$ cat config.mk
export PLATFORM = sky130hd
export DESIGN_NAME = base64_stream_encoder
export DESIGN_NICKNAME = d
export VERILOG_FILES = /design/src/rtl/b64enc_pkg.sv /design/src/rtl/base64_stream_encoder.sv /design/src/rtl/b64enc_front.sv /design/src/rtl/b64enc_queue.sv /design/src/rtl/b64enc_back.sv
export SDC_FILE = /design/constraint.sdc
export NUM_CORES = 1
export LEC_CHECK = 0
export BUFFER_PORTS_ARGS = -buffer_cell sky130_fd_sc_hd__buf_2
export CAP_MARGIN = 20
export CORE_ASPECT_RATIO = 0.7
export CORE_MARGIN = 10
export CORE_UTILIZATION = 45
export DETAILED_ROUTE_END_ITERATION = 6
export PLACE_DENSITY_LB_ADDON = 0.3
export SLEW_MARGIN = 5
export SYNTH_ARGS = -nofsm -noshare
export SYNTH_HDL_FRONTEND = slang
export SYNTH_SLANG_ARGS = --single-unit
$ cat constraint.sdc
create_clock -name clk -period 2 [get_ports clk]
set_clock_uncertainty 0.1 [all_clocks]
set_input_delay 0.2 -clock clk [delete_from_list [all_inputs] [get_ports clk]]
set_output_delay 0.2 -clock clk [all_outputs]
set_load 0.01 [all_outputs]
$ cat src/rtl/b64enc_pkg.sv
// ----------------------------------------------------------------------------
// b64enc_pkg
// Shared types, constants and the alphabet lookup for the base64 encoder.
// ----------------------------------------------------------------------------
package b64enc_pkg;

  // Position within a three-byte group
  localparam logic [1:0] PH_FIRST  = 2'd0;
  localparam logic [1:0] PH_SECOND = 2'd1;
  localparam logic [1:0] PH_THIRD  = 2'd2;

  // Pad character '='
  localparam logic [6:0] PAD_CHAR = 7'h3D;

  // Symbol counts of a job, stored as index of the last symbol
  localparam logic [1:0] LAST_ONE   = 2'd0;
  localparam logic [1:0] LAST_TWO   = 2'd1;
  localparam logic [1:0] LAST_THREE = 2'd2;
  localparam logic [1:0] LAST_FOUR  = 2'd3;

  // One encoded job: all characters caused by one input item
  typedef struct packed {
    logic [3:0][6:0] syms;      // characters, syms[0] goes out first
    logic [1:0]      last_idx;  // index of the last valid character
    logic            fin;       // item was the last byte of the message
  } job_t;

  // Queue status seen by the front end, the serializer and the checks
  typedef struct packed {
    logic full;
    logic empty;
  } q_status_t;

  // Standard base64 alphabet: A-Z, a-z, 0-9, '+', '/'
  function automatic logic [6:0] b64_char(input logic [5:0] idx);
    logic [6:0] c;
    if (idx < 6'd26) begin
      c = 7'h41 + {1'b0, idx};
    end else if (idx < 6'd52) begin
      c = 7'h61 + {1'b0, idx} - 7'd26;
    end else if (idx < 6'd62) begin
      c = 7'h30 + {1'b0, idx} - 7'd52;
    end else if (idx == 6'd62) begin
      c = 7'h2B;
    end else begin
      c = 7'h2F;
    end
    return c;
  endfunction

endpackage

$ cat src/rtl/base64_stream_encoder.sv
// ----------------------------------------------------------------------------
// base64_stream_encoder
// Padded base64 encoder, one raw byte in, one ASCII character out per item.
// ----------------------------------------------------------------------------
// Bytes enter on the in_ stream with in_tlast marking the last byte of a
// message; characters leave on the out_ stream, out_tuser marking the last
// character caused by a byte and out_tlast the last character of the
// message. Each byte is turned into a job of one to four characters that
// waits in a queue of QUEUE_DEPTH jobs; the serializer sends one character
// per cycle while the output is ready. That output sets the pace: four
// characters per three bytes inside a message (one, one, two characters),
// and a final byte yields three or four when it carries '=' padding. Input
// stalls only when the queue is full.
// ----------------------------------------------------------------------------
module base64_stream_encoder import b64enc_pkg::*; #(
  parameter int QUEUE_DEPTH = 2
) (
  input  logic       clk,
  input  logic       rst_n,
  input  logic       in_tvalid,
  output logic       in_tready,
  input  logic [7:0] in_tdata,   // [7:0] data_byte
  input  logic       in_tlast,   // final_byte
  output logic       out_tvalid,
  input  logic       out_tready,
  output logic [7:0] out_tdata,  // [6:0] symbol, [7] zero
  output logic       out_tuser,  // run_end
  output logic       out_tlast   // message_end
);

  job_t       push_job;
  job_t       head_job;
  logic       push;
  logic       pop;
  q_status_t  q_status;
  logic [1:0] phase;
  logic [6:0] symbol;

  b64enc_front u_front (
    .clk       (clk),
    .rst_n     (rst_n),
    .in_tvalid (in_tvalid),
    .in_tready (in_tready),
    .in_data   (in_tdata),
    .in_final  (in_tlast),
    .q_status  (q_status),
    .push      (push),
    .job       (push_job),
    .phase     (phase)
  );

  b64enc_queue #(
    .DEPTH (QUEUE_DEPTH)
  ) u_queue (
    .clk      (clk),
    .rst_n    (rst_n),
    .push     (push),
    .push_job (push_job),
    .pop      (pop),
    .head_job (head_job),
    .status   (q_status)
  );

  b64enc_back u_back (
    .clk         (clk),
    .rst_n       (rst_n),
    .head_job    (head_job),
    .q_status    (q_status),
    .pop         (pop),
    .out_tvalid  (out_tvalid),
    .out_tready  (out_tready),
    .out_symbol  (symbol),
    .out_run_end (out_tuser),
    .out_msg_end (out_tlast)
  );

  assign out_tdata = {1'b0, symbol};

  // Checks
  a_msg_end_ends_run: assert property (@(posedge clk) disable iff (!rst_n)
    out_tvalid && out_tlast |-> out_tuser)
    else $error("message end without run end");

  a_final_restarts_group: assert property (@(posedge clk) disable iff (!rst_n)
    in_tvalid && in_tready && in_tlast |=> phase == PH_FIRST)
    else $error("group phase not cleared after final byte");

  a_queue_status: assert property (@(posedge clk) disable iff (!rst_n)
    !(q_status.full && q_status.empty) && (in_tready == !q_status.full))
    else $error("queue status inconsistent");

  a_pop_only_valid: assert property (@(posedge clk) disable iff (!rst_n)
    pop |-> !q_status.empty)
    else $error("pop from empty queue");

endmodule

$ cat src/rtl/b64enc_front.sv
// ----------------------------------------------------------------------------
// b64enc_front
// Accepts raw bytes, tracks the group phase and leftover bits, and builds
// one job holding every character the byte causes.
// ----------------------------------------------------------------------------
module b64enc_front import b64enc_pkg::*; (
  input  logic       clk,
  input  logic       rst_n,
  input  logic       in_tvalid,
  output logic       in_tready,
  input  logic [7:0] in_data,
  input  logic       in_final,
  input  q_status_t  q_status,
  output logic       push,
  output job_t       job,
  output logic [1:0] phase
);

  logic [1:0] phase_r, phase_nxt;
  logic [3:0] carry_r, carry_nxt;

  assign in_tready = !q_status.full;
  assign push      = in_tvalid && in_tready;
  assign phase     = phase_r;

  // Build the job and the next group state
  always_comb begin
    job.syms  = {PAD_CHAR, PAD_CHAR, PAD_CHAR, PAD_CHAR};
    job.fin   = in_final;
    unique case (phase_r)
      PH_SECOND: begin
        job.syms[0]  = b64_char({carry_r[1:0], in_data[7:4]});
        job.syms[1]  = b64_char({in_data[3:0], 2'b00});
        job.last_idx = in_final ? LAST_THREE : LAST_ONE;
        phase_nxt    = PH_THIRD;
        carry_nxt    = in_data[3:0];
      end
      PH_THIRD: begin
        job.syms[0]  = b64_char({carry_r[3:0], in_data[7:6]});
        job.syms[1]  = b64_char(in_data[5:0]);
        job.last_idx = LAST_TWO;
        phase_nxt    = PH_FIRST;
        carry_nxt    = 4'd0;
      end
      // first byte of a group; the unused code behaves the same
      default: begin
        job.syms[0]  = b64_char(in_data[7:2]);
        job.syms[1]  = b64_char({in_data[1:0], 4'b0000});
        job.last_idx = in_final ? LAST_FOUR : LAST_ONE;
        phase_nxt    = PH_SECOND;
        carry_nxt    = {2'b00, in_data[1:0]};
      end
    endcase
    // a message end restarts the group
    if (in_final) begin
      phase_nxt = PH_FIRST;
      carry_nxt = 4'd0;
    end
  end

  // Group state
  always_ff @(posedge clk) begin
    if (!rst_n) begin
      phase_r <= PH_FIRST;
      carry_r <= 4'd0;
    end else if (push) begin
      phase_r <= phase_nxt;
      carry_r <= carry_nxt;
    end
  end

endmodule

$ cat src/rtl/b64enc_queue.sv
// ----------------------------------------------------------------------------
// b64enc_queue
// Short job queue between the front end and the serializer.
// ----------------------------------------------------------------------------
module b64enc_queue import b64enc_pkg::*; #(
  parameter int DEPTH = 2
) (
  input  logic      clk,
  input  logic      rst_n,
  input  logic      push,
  input  job_t      push_job,
  input  logic      pop,
  output job_t      head_job,
  output q_status_t status
);

  localparam int PTR_W = (DEPTH > 1) ? $clog2(DEPTH) : 1;
  localparam int CNT_W = $clog2(DEPTH + 1);

  job_t             slots_r [DEPTH];
  logic [PTR_W-1:0] wptr_r, rptr_r;
  logic [CNT_W-1:0] count_r;

  assign head_job     = slots_r[rptr_r];
  assign status.full  = (count_r == CNT_W'(DEPTH));
  assign status.empty = (count_r == '0);

  // Storage
  always_ff @(posedge clk) begin
    if (push) begin
      slots_r[wptr_r] <= push_job;
    end
  end

  // Pointers and fill count
  always_ff @(posedge clk) begin
    if (!rst_n) begin
      wptr_r  <= '0;
      rptr_r  <= '0;
      count_r <= '0;
    end else begin
      if (push) begin
        wptr_r <= (wptr_r == PTR_W'(DEPTH - 1)) ? '0 : wptr_r + 1'b1;
      end
      if (pop) begin
        rptr_r <= (rptr_r == PTR_W'(DEPTH - 1)) ? '0 : rptr_r + 1'b1;
      end
      if (push && !pop) begin
        count_r <= count_r + 1'b1;
      end else if (pop && !push) begin
        count_r <= count_r - 1'b1;
      end
    end
  end

endmodule

$ cat src/rtl/b64enc_back.sv
// ----------------------------------------------------------------------------
// b64enc_back
// Walks the head job one character per unstalled cycle to the output register.
// ----------------------------------------------------------------------------
module b64enc_back import b64enc_pkg::*; (
  input  logic       clk,
  input  logic       rst_n,
  input  job_t       head_job,
  input  q_status_t  q_status,
  output logic       pop,
  output logic       out_tvalid,
  input  logic       out_tready,
  output logic [6:0] out_symbol,
  output logic       out_run_end,
  output logic       out_msg_end
);

  logic [1:0] idx_r;
  logic       valid_r;
  logic [6:0] sym_r;
  logic       run_end_r;
  logic       msg_end_r;
  logic       load;
  logic       is_last;

  assign load       = !q_status.empty && (!valid_r || out_tready);
  assign is_last    = (idx_r == head_job.last_idx);
  assign pop        = load && is_last;
  assign out_tvalid = valid_r;
  assign out_symbol = sym_r;
  assign out_run_end = run_end_r;
  assign out_msg_end = msg_end_r;

  // Character index within the head job, and output valid
  always_ff @(posedge clk) begin
    if (!rst_n) begin
      idx_r   <= 2'd0;
      valid_r <= 1'b0;
    end else begin
      if (load) begin
        idx_r   <= is_last ? 2'd0 : idx_r + 2'd1;
        valid_r <= 1'b1;
      end else if (out_tready) begin
        valid_r <= 1'b0;
      end
    end
  end

  // Output payload
  always_ff @(posedge clk) begin
    if (load) begin
      sym_r     <= head_job.syms[idx_r];
      run_end_r <= is_last;
      msg_end_r <= is_last && head_job.fin;
    end
  end

endmodule

==> results.md <==
- Busiest grt layer: met2
- Gate Count Post-Synth: 412
- Placed insts: 616
- #FFs+latches synth: 57
- Synth unique cells: 64
- Total congestion overflow: 0
- Status: finished, violations left
- Asr flop ratio synth: 0%
- Total inserted antenna cells: 0
- LEAKAGE: 2.14 nW
- Hold Crit Class: in -> reg
- First-pass GRT wire length: 17.8 mm
- Area grow syn2layout: 30.1%
- CTS tree: done
- Die ar.: 13300 um^2
- Fin crit share: 106%
- Largest fanout on the critical path: 5
- Rows: 28
- Die height: 99.6 um
- Final HPWL DP: 8.50 mm
- Final setup fails: 11
- Crit. End Element: flop
- Iter 0 DRT Violations: 264
- Total GRT Usage: 16.3%
- F_max: 0.472 GHz
- Port Buf Inserts: 23
- Fin crit period: 2.12 ns
- CP required: 2.02 ns
- Area occupied by multi-input gates: 2310 um^2
- Yosys warns: 0
- Synthesized area per cell: 9.88 um^2
- Max_cap viols: 0
- Number of synthesized flops with an enable pin: 43
- CTS Sinks: 57
- Power Density: 927 nW/um^2
- Max Slew Vio Count: 0
- Initial antenna violation count: 0
- Hold buffer count at cts: 0
- Drt drc: 0
- Post-route ant nets: 0
- Largest net degree at the start of global routing: 18
- Final Wtd Congestion: 0.957
- Wire per inst: 16.8 um
- Top Ports: 25
- Final cell count without fillers: 642
- Unrepaired setup endpoints after global routing: yes
- Number of global-route vias before repair: 3493
- Top_reg_cell synth: edfxtp_1
- Register area share after synthesis: 38.6%
- Register Area: 1580 um^2
- Final Core Density: 61.4%
- Fill count: 731
- Syn nets: 447
- Chip Width: 134 um
- Fin. Hold Viols: 0
- Worst setup margin: -0.117 ns
- Router iterations before antenna repair: 5
- DRT Wirelength: 10.8 mm
- Max-slew headroom: 59.6%
- Core ar.: 8620 um^2
- Max Root-Sink Buffers: 2
- Starting density of the core: 47.2%
- DP Area: 4870 um^2
- Synthesized area: 4070 um^2
- Met1 Use GR: 22.5%
- TritonCTS Buffers: 9
- Reg clk slew, reported paths: 0.05 ns
- H-Tree Depth: 3
- Finished Cell Area: 5290 um^2
- Nets: 552
- Worst setup path category: reg -> reg
- Slew @ Worst Pin: 0.590 ns
- Vias/cell: 5.54
- Clock Latency Late Sink: 0.32 ns
- WP data arrival: 2.14 ns
- Clk root buf: clkbuf_16
- Global routing usage on met2: 25.2%
- Via count: 3557
- Routing usage on met3: 3.07%
- Failing checks: negative setup slack
- Startpoint Class: flop
- Layout cells sized above 1: 37.2%
- Max VDD drop: 0.000517 V
cells in the final DEF, fill, tap and decap left out, types with 4 or more instances in the layout:
| cell type | instances |
|---|---|
| a21boi_0 | 5 |
| a21oi_1 | 16 |
| a21oi_2 | 4 |
| a31oi_1 | 4 |
| and2_1 | 5 |
| buf_2 | 23 |
| buf_4 | 100 |
| clkbuf_1 | 5 |
| clkbuf_16 | 9 |
| dfxtp_1 | 11 |
| edfxtp_1 | 43 |
| ha_1 | 17 |
| inv_1 | 17 |
| mux2i_1 | 5 |
| mux4_2 | 7 |
| nand2_1 | 36 |
| nand2b_1 | 7 |
| nand3_1 | 14 |
| nand4_1 | 5 |
| nor2_1 | 14 |
| nor2b_1 | 14 |
| nor3_1 | 12 |
| o211a_1 | 4 |
| o211ai_1 | 5 |
| o21ai_0 | 18 |
| o31a_1 | 5 |
| or2_2 | 6 |
| or3_1 | 7 |
| xnor2_1 | 13 |
| xor2_1 | 6 |
Yosys cell counts (all sizes together) (5+ instances only):
cell type | n | share of area, %
a211oi | 5 | 1.0
a21boi | 6 | 1.1
a21oi | 20 | 2.7
a22oi | 5 | 0.92
and2 | 7 | 1.1
buf | 18 | 3.3
clkbuf | 13 | 2.2
dfxtp | 14 | 6.9
edfxtp | 43 | 32
ha | 22 | 6.8
inv | 22 | 2.0
mux2i | 6 | 1.5
mux4 | 7 | 3.9
nand2 | 37 | 3.4
nand2b | 7 | 1.1
nand3 | 15 | 1.8
nand4 | 5 | 0.77
nor2 | 16 | 1.5
nor2b | 15 | 2.3
nor3 | 14 | 1.8
o211ai | 5 | 0.92
o21ai | 18 | 2.2
o311ai | 6 | 1.3
o31a | 5 | 1.1
or2 | 6 | 0.92
or3 | 7 | 1.1
xnor2 | 13 | 2.8
xor2 | 6 | 1.3
critical path, stage by stage (launching register included):
cell and delay (ns):
dfxtp_4 0.40, inv_4 0.06, ha_4 0.15, and3b_2 0.26
mux2_4 0.30, a211oi_2 0.22, o211ai_1 0.12, a32oi_2 0.31
area by class of cell:
type	count	area share [%]
multi-input combinational	302	43.7
inverter	22	1.73
clock inverter	1	0.0945
timing repair buffer	125	16.9
clock buffer	15	4.87
tap	120	2.84
sequential	57	29.9
sequential cells by signal, indices dropped and copies added, names as in the netlist, named ones only:
name                flops
u_back.idx_r            2
u_back.out_msg_end      1
u_back.out_run_end      1
u_back.out_symbol       7
u_back.out_tvalid       1
u_front.carry_r         4
u_front.phase           2
u_queue.count_r         2
u_queue.rptr_r          1
u_queue.slots_r        34
u_queue.wptr_r          1
where the power goes:
| group | internal, mW | switching, mW |
|---|---|---|
| logic | 0.913 | 0.931 |
| registers | 1.65 | 0.0925 |
| clock network | 0.867 | 0.454 |
| total | 3.43 | 1.48 |
metrics by stage:
stage,TNS [ns],setup WS [ns],total power [mW],hold slack [ns]
after global routing,-1.62,-0.171,5.20,0.0652
final,-0.491,-0.117,4.91,0.0635
after detailed placement,-3.46,-0.267,3.44,0.379
after floorplan,-0.0539,-0.0270,2.88,0.199
after CTS,-0.291,-0.112,4.91,0.0537
after global placement,-2.18,-0.248,3.39,0.367
cell families (layout without fill, tap and decap cells):
logic type	after synthesis	count (layout)	share of synthesized area (%)
adders and majority gates	22	22	6.76
and+or+nand+nor	138	138	17.7
other	1	1	0.0922
xor gates and xnor gates	19	19	4.09
AOI/OAI and AO/OA	105	105	18.6
buffers and inverters	53	163	7.53
muxes	17	17	6.55
DFF	57	57	38.6
path summary, 6_finish.rpt:
check,cells after the start,to,from,slack [ns]
worst max-delay path,7,u_queue.slots_r[1][5]$_DFFE_PP_,u_front.carry_r[0]$_SDFFE_PN0P_,-0.12
worst min-delay path,1,u_queue.slots_r[1][0]$_DFFE_PP_,in_tlast,0.06
worst max register to register,7,u_queue.slots_r[1][5]$_DFFE_PP_,u_front.carry_r[0]$_SDFFE_PN0P_,-0.12
worst min register to register,2,u_front.phase[1]$_SDFFE_PN0P_,u_front.phase[1]$_SDFFE_PN0P_,0.40
what timing repair did:
action	CTS	global route
resized for setup	17	6
cloned	0	0
endpoints found under the setup margin	13	19
setup buffers	8	2
pin swaps	7	3
routing by layer:
layer,up-vias,part of all wire [%]
met4,0,1.6
met3,18,6.0
met2,137,45
li1,1733,-
met1,1669,48
met5,-,0
No activity file was read; power rests on OpenSTA's default activity.
